## src/rtl/core/ipr_pkg.sv

```systemverilog
// ----------------------------------------------------------------------------
// ipr_pkg
// Shared types and constants for the indexed piece reassembly core.
// ----------------------------------------------------------------------------
`timescale 1ns / 1ps
`default_nettype none

package ipr_pkg;

  localparam int unsigned STORE_BYTES_DEF = 4096;
  localparam int unsigned MAX_PIECES_DEF  = 32;

  localparam int unsigned OP_W     = 2;
  localparam int unsigned IDX_W    = 8;
  localparam int unsigned LEN_W    = 13;
  localparam int unsigned BYTE_W   = 8;
  localparam int unsigned RADDR_W  = 12;
  localparam int unsigned STATUS_W = 3;
  localparam int unsigned CHUNK_W  = 13;

  localparam logic [CHUNK_W-1:0] CHUNK_RESET = 13'd256;

  // wide enough for the largest store the core supports
  localparam int unsigned ADDR_MAX_W = 16;

  typedef enum logic [OP_W-1:0] {
    OP_HEADER = 2'd0,
    OP_BYTE   = 2'd1,
    OP_READ   = 2'd2
  } ipr_op_e;

  typedef enum logic [STATUS_W-1:0] {
    ST_ACCEPT   = 3'd0,
    ST_REJECT   = 3'd1,
    ST_STORED   = 3'd2,
    ST_IGNORED  = 3'd3,
    ST_COMPLETE = 3'd4,
    ST_READ     = 3'd5
  } ipr_status_e;

  typedef struct packed {
    logic                  en;
    logic [ADDR_MAX_W-1:0] addr;
    logic [BYTE_W-1:0]     data;
  } ipr_wr_t;

  typedef struct packed {
    ipr_status_e       status;
    logic [LEN_W-1:0]  length;
  } ipr_res_t;

endpackage

`default_nettype wire

```

## src/rtl/core/ipr_tracker.sv

```systemverilog
// ----------------------------------------------------------------------------
// ipr_tracker
// Piece bookkeeping: header checks, expected/seen masks, write pointer,
// byte countdown and payload length. Produces the status of each word and
// the store write request.
// ----------------------------------------------------------------------------
`timescale 1ns / 1ps
`default_nettype none

module ipr_tracker #(
  parameter int unsigned STORE_BYTES = ipr_pkg::STORE_BYTES_DEF,
  parameter int unsigned MAX_PIECES  = ipr_pkg::MAX_PIECES_DEF
) (
  input  wire logic                         clk_i,
  input  wire logic                         rst_ni,
  input  wire logic                         fire_i,
  input  wire ipr_pkg::ipr_op_e             op_i,
  input  wire logic [ipr_pkg::IDX_W-1:0]    piece_index_i,
  input  wire logic [ipr_pkg::IDX_W-1:0]    piece_total_i,
  input  wire logic [ipr_pkg::LEN_W-1:0]    content_length_i,
  input  wire logic [ipr_pkg::BYTE_W-1:0]   data_byte_i,
  input  wire logic [ipr_pkg::CHUNK_W-1:0]  chunk_size_i,
  output ipr_pkg::ipr_res_t                 res_o,
  output ipr_pkg::ipr_wr_t                  wr_o
);
  import ipr_pkg::*;

  localparam int unsigned PTR_W   = $clog2(STORE_BYTES + 1);
  localparam int unsigned PIECE_W = (MAX_PIECES > 1) ? $clog2(MAX_PIECES) : 1;
  localparam int unsigned PROD_W  = PIECE_W + CHUNK_W;

  logic [MAX_PIECES-1:0] exp_q, exp_d;
  logic [MAX_PIECES-1:0] seen_q, seen_d;
  logic [LEN_W-1:0]      len_q, len_d;
  logic [PTR_W-1:0]      wp_q, wp_d;
  logic [LEN_W-1:0]      rem_q, rem_d;
  logic [PIECE_W-1:0]    cur_q, cur_d;
  logic                  fin_q, fin_d;

  logic [PIECE_W-1:0]    hdr_piece;
  logic [PROD_W-1:0]     hdr_offset;
  logic [PROD_W:0]       hdr_end;
  logic                  hdr_bad;
  logic [MAX_PIECES-1:0] hdr_mask;

  logic                  do_finish;
  logic [PIECE_W-1:0]    f_piece;
  logic                  f_final;
  logic [PTR_W-1:0]      f_wp;
  logic [MAX_PIECES-1:0] f_exp;
  logic [MAX_PIECES-1:0] f_seen;
  logic [MAX_PIECES-1:0] piece_bit;
  logic [MAX_PIECES-1:0] seen_set;
  ipr_status_e           status;

  assign hdr_piece  = piece_index_i[PIECE_W-1:0];
  assign hdr_offset = PROD_W'(hdr_piece) * PROD_W'(chunk_size_i);
  assign hdr_end    = (PROD_W + 1)'(hdr_offset) + (PROD_W + 1)'(content_length_i);
  assign hdr_bad    = (piece_total_i == '0) || (32'(piece_total_i) > MAX_PIECES)
                   || (piece_index_i >= piece_total_i) || (32'(hdr_end) > STORE_BYTES);

  always_comb begin
    for (int i = 0; i < MAX_PIECES; i++) begin
      hdr_mask[i] = (32'(i) < 32'(piece_total_i));
    end
  end

  always_comb begin
    exp_d     = exp_q;
    seen_d    = seen_q;
    len_d     = len_q;
    wp_d      = wp_q;
    rem_d     = rem_q;
    cur_d     = cur_q;
    fin_d     = fin_q;
    status    = ST_IGNORED;
    wr_o      = '0;
    do_finish = 1'b0;
    f_piece   = cur_q;
    f_final   = fin_q;
    f_wp      = wp_q;
    f_exp     = exp_q;
    f_seen    = seen_q;

    unique case (op_i)
      OP_HEADER: begin
        if (hdr_bad) begin
          rem_d  = '0;
          status = ST_REJECT;
        end else begin
          if (piece_index_i == '0 || exp_q == '0) begin
            exp_d  = hdr_mask;
            seen_d = '0;
          end
          wp_d      = PTR_W'(hdr_offset);
          rem_d     = content_length_i;
          cur_d     = hdr_piece;
          fin_d     = (piece_index_i == piece_total_i - 8'd1);
          status    = ST_ACCEPT;
          do_finish = (content_length_i == '0);
          f_piece   = cur_d;
          f_final   = fin_d;
          f_wp      = wp_d;
          f_exp     = exp_d;
          f_seen    = seen_d;
        end
      end
      OP_BYTE: begin
        if (rem_q != '0) begin
          wr_o.en   = (32'(wp_q) < STORE_BYTES);
          wr_o.addr = ADDR_MAX_W'(wp_q);
          wr_o.data = data_byte_i;
          wp_d      = wp_q + PTR_W'(1);
          rem_d     = rem_q - LEN_W'(1);
          status    = ST_STORED;
          do_finish = (rem_d == '0);
          f_wp      = wp_d;
        end
      end
      OP_READ: begin
        status = ST_READ;
      end
      default: begin
        status = ST_IGNORED;
      end
    endcase

    // piece end: mark it seen, fix length on the final piece, check for whole
    for (int i = 0; i < MAX_PIECES; i++) begin
      piece_bit[i] = (f_piece == PIECE_W'(i));
    end
    seen_set = f_seen | piece_bit;
    if (do_finish) begin
      seen_d = seen_set;
      if (f_final) begin
        len_d = LEN_W'(f_wp);
      end
      if (f_exp != '0 && seen_set == f_exp) begin
        exp_d  = '0;
        seen_d = '0;
        status = ST_COMPLETE;
      end
    end

    if (!fire_i) begin
      wr_o.en = 1'b0;
    end
  end

  assign res_o.status = status;
  assign res_o.length = len_d;

  always_ff @(posedge clk_i or negedge rst_ni) begin
    if (!rst_ni) begin
      exp_q  <= '0;
      seen_q <= '0;
      len_q  <= '0;
      wp_q   <= '0;
      rem_q  <= '0;
      cur_q  <= '0;
      fin_q  <= 1'b0;
    end else if (fire_i) begin
      exp_q  <= exp_d;
      seen_q <= seen_d;
      len_q  <= len_d;
      wp_q   <= wp_d;
      rem_q  <= rem_d;
      cur_q  <= cur_d;
      fin_q  <= fin_d;
    end
  end

  a_complete_clears: assert property (@(posedge clk_i) disable iff (!rst_ni)
    fire_i && status == ST_COMPLETE |=> exp_q == '0 && seen_q == '0)
    else $error("masks not cleared after completion");

  a_ptr_in_store: assert property (@(posedge clk_i) disable iff (!rst_ni)
    rem_q != '0 |-> 32'(wp_q) < STORE_BYTES)
    else $error("bytes pending but write pointer past store");

  a_stray_ignored: assert property (@(posedge clk_i) disable iff (!rst_ni)
    fire_i && op_i == OP_BYTE && rem_q == '0 |-> status == ST_IGNORED)
    else $error("stray byte not ignored");

endmodule

`default_nettype wire

```

## config.mk

```make
export PLATFORM = sky130hd
export DESIGN_NAME = ipr_tracker
export DESIGN_NICKNAME = d
export VERILOG_FILES = /design/src/rtl/core/ipr_pkg.sv /design/src/rtl/core/ipr_tracker.sv
export SDC_FILE = /design/constraint.sdc
export NUM_CORES = 1
export LEC_CHECK = 0
export ABC_AREA = 1
export BUFFER_PORTS_ARGS = -buffer_cell sky130_fd_sc_hd__buf_4
export CAP_MARGIN = 20
export CORE_ASPECT_RATIO = 1.1
export CORE_MARGIN = 2
export CORE_UTILIZATION = 45
export CTS_CLUSTER_DIAMETER = 150
export DETAILED_ROUTE_END_ITERATION = 12
export GPL_ROUTABILITY_DRIVEN = 1
export MAX_ROUTING_LAYER = met4
export PLACE_DENSITY = 0.62
export SLEW_MARGIN = 20
export SYNTH_ARGS = -nofsm -noshare
export SYNTH_HDL_FRONTEND = slang
export SYNTH_SLANG_ARGS = --single-unit
```

## constraint.sdc

```tcl
create_clock -name clk_i -period 7.85 [get_ports clk_i]
set_clock_uncertainty 0.2 [all_clocks]
set_input_delay 0.785 -clock clk_i [delete_from_list [all_inputs] [get_ports clk_i]]
set_output_delay 0.785 -clock clk_i [all_outputs]
set_load 0.005 [all_outputs]
```

==> qor.yml <==
run_status:
  status: "completed"
sta:
  clock.fmax_mhz: 128.5
  post-route-period-util_pct: 99.15
  maxSlewViolCount: 0
  rsz0062_at_grt: "yes"
  setup_viol: 0
  max-slew-margin-rel_pct: 28.85
  final-hold-violation-count: 0
  min_period_ns: 7.783
  final.setup.tns_ns: 0
  tightest_slew_ns: 1.067
grt:
  antenna_found_initial: 0
  overflow: 0
  grt.total_usage_pct: 30.60
  grt_pass1_vias: 13240
  grt_pass1_wl_um: 66650
  grt_max_degree: 105
synth:
  synthTopCellsByCount: "687 x nand2_1, 272 x inv_1, 169 x nand3_1"
  syn-mean-instance-area_sq_um: 6.149
  synth_top_cell_by_area: "dfrtp_1"
  ys_types: 47
  synth_edf_count: 0
  synth_warnings: 0
  ys.flop_type: "dfrtp_1"
  netlist_area_sq_um: 11940
  yosysSeqAreaShare_pct: 22.84
  yosys_register_bits: 109
  async_reset_ff_share_pct: 100.0
  synthCells: 1942
  synth_top_area_share_pct: 22.84
  yosysMostFrequentCell: "nand2_1"
  synth_area_leaders: "dfrtp_1 23%, nand2_1 22%, inv_1 8.5%"
placement:
  placed_cells: 2518
  place_congestion: 0.9452
  port_buffers: 92
  dp_hpwl_um: 30460
routing:
  dr_total_vias: 13680
  dr.pass1.iters: 5
  viasPerCell: 5.231
  drt_wl_total_um: 42470
  routedWlPerCell_um: 16.24
  drcViolationCount: 0
  final_antenna_net_count: 0
  drt_iter0_drc: 965
pwr:
  swShare_pct: 45.10
  seqPwrFrac_pct: 16.6
  p_switching_mw: 1.807
  powerDensity_nw_per_um2: 239.4
  clkPwrFrac_pct: 12.3
  p_int_mw: 2.200
  comb_power_share_pct: 71.1
  ir_drop_mv: 0.1821
  p_leak_nw: 8.946
layout:
  syn2layout_area_growth_pct: 40.14
  regArea_sq_um: 2728
  n_antenna_cell: 0
  fillers: 2468
  multi_input_area_sq_um: 9002
  final_cells: 2615
  fin_nets: 2402
  drive_gt1_share_pct: 29.52
setup_path:
  crit_required_ns: 6.86
  arrival_ns: 6.80
  cpLargestDelayFamily: "simple AND/OR/NAND/NOR gates"
  critPathBufInv: 10
  worstSetupEndpointType: "primary output"
  critPathMostFrequentCell: "nand2_2"
  max_stage_delay_ns: 0.53
  cp_max_fo: 7
  critPathLaunchType: "input pin"
  crit_type: "in2out"
  r2r_setup_slack_ns: 3.53
  regToRegStartpoint: "exp_q[4]"
  worstSetupStartpoint: "piece_index_i[2]"
  crit_slowest_cell: "fa_1"
floorplanning:
  dieArea_sq_um: 27860
  io_pins: 96
  rows: 62
  die_h_um: 174.9
  start_util_pct: 45.68
  die_w_um: 159.3
  core_area_sq_um: 26140
cts:
  cts_buffer_depth: 2
  cts_sinks: 109
  cts_tree: "yes"
  cts_htree_levels: 3
  clock_latency_ns: 0.37
  clockRootBuffer: "clkbuf_16"
  numCtsBuffers: 9
  clk_pin_slew_worst_paths_ns: 0.09
flow_run:
  cap_violations: 0
hold_path:
  hold_path_class: "in2async"
## worst register-to-register path: cells and delay by family, from the launching register on
kind / cells / cell delay [ns]
AOI/OAI and AO/OA: 5 / 0.63
DFF: 1 / 0.41
buffers and inverters: 14 / 1.82
and+or+nand+nor: 11 / 1.21
## area by class of cell
class | count | share of cell area, %
inverters | 286 | 6.460
clock inverters | 7 | 0.5458
flip-flops and latches | 109 | 16.30
multi-input cells | 1475 | 53.79
well taps | 352 | 2.632
clock buffers | 9 | 1.346
repair buffers | 377 | 18.92
## state kept, by name (all words and copies together), names as in the netlist
signal,flops
len_q,13
rem_q,13
fin_q,1
wp_q,13
exp_q,32
seen_q,32
cur_q,5
## through the flow
| step | hold slack, ns | utilization [%] | total power, mW | setup WS, ns | cell area (sq um) |
|---|---|---|---|---|---|
| floorplan | 0.2493 | - | 1.769 | 0.05951 | 11960 |
| global placement | 0.2619 | 54.81 | 2.550 | -0.7743 | 14330 |
| detailed placement | 0.2653 | 54.81 | 2.562 | -0.7352 | 14330 |
| CTS | 0.2881 | 60.63 | 3.562 | -0.01539 | 15850 |
| global route | 0.3073 | 64.01 | 4.269 | -0.2937 | 16730 |
| finish | 0.2729 | 64.01 | 4.007 | 0.06700 | 16730 |
## timing repair
action | in CTS | in global routing
resized for setup | 138 | 211
hold buffers | 0 | 0
buffers inserted | 65 | 17
hold endpoints to repair | 0 | 0
endpoints found under the setup margin | 69 | 79
pin swaps | 76 | 111
cloned | 0 | 2
## path summary, 6_finish.rpt
kind                                   end  cells past startpoint
worst max-delay path             res_o[15]                     40
worst min-delay path             rem_q[10]                      1
worst max register to register   exp_q[21]                     30
worst min register to register  seen_q[20]                      2
max in group asynchronous        seen_q[5]                      2
min in group clk_i              seen_q[20]                      2
## power groups by stage
stage	logic, mW	clock network [mW]	registers, mW
final	2.85	0.493	0.667
after floorplan	1.11	0	0.660
after global routing	3.07	0.528	0.675
after detailed placement	1.89	0	0.674
after global placement	1.88	0	0.673
after CTS	2.39	0.510	0.664
## layer usage
metal  track usage, %  share of wire, %  up-vias
met5                -                 0        -
met4            13.90               5.0        0
met3            2.207               3.0      113
met2            54.86                51      341
met1            35.07                41     6416
li1                 -                 -     6808
## placed cells by master, fill, tap and decap left out, drive strengths merged, types with 4 or more instances in the layout
cell type / Yosys / final
or2: 4 / 4
o221ai: 6 / 6
clkinv: 5 / 10
o21ai: 156 / 156
inv: 281 / 283
a2bb2oi: 4 / 4
xor2: 30 / 30
nand3b: 14 / 14
nor4: 14 / 14
a21oi: 53 / 53
ha: 55 / 55
fa: 34 / 34
nor2: 139 / 139
nand2: 701 / 701
nand4: 29 / 29
nand3: 171 / 171
buf: 23 / 376
nor3: 23 / 23
xnor2: 8 / 8
a22oi: 13 / 13
clkbuf: 51 / 10
dfrtp: 109 / 109
o211ai: 8 / 8
## logic make-up (layout without fill, tap and decap cells)
group / after synthesis / in the layout / share of synthesized area [%]
other: 1 / 3 / 0.03140
buffers and inverters: 360 / 679 / 12.01
and+or+nand+nor: 1096 / 1096 / 39.31
DFF: 109 / 109 / 22.84
AOI/OAI and AO/OA: 249 / 249 / 11.56
xor gates and xnor gates: 38 / 38 / 2.787
adders and majority gates: 89 / 89 / 11.46
Note: power is estimated with default switching activity, not from simulation.
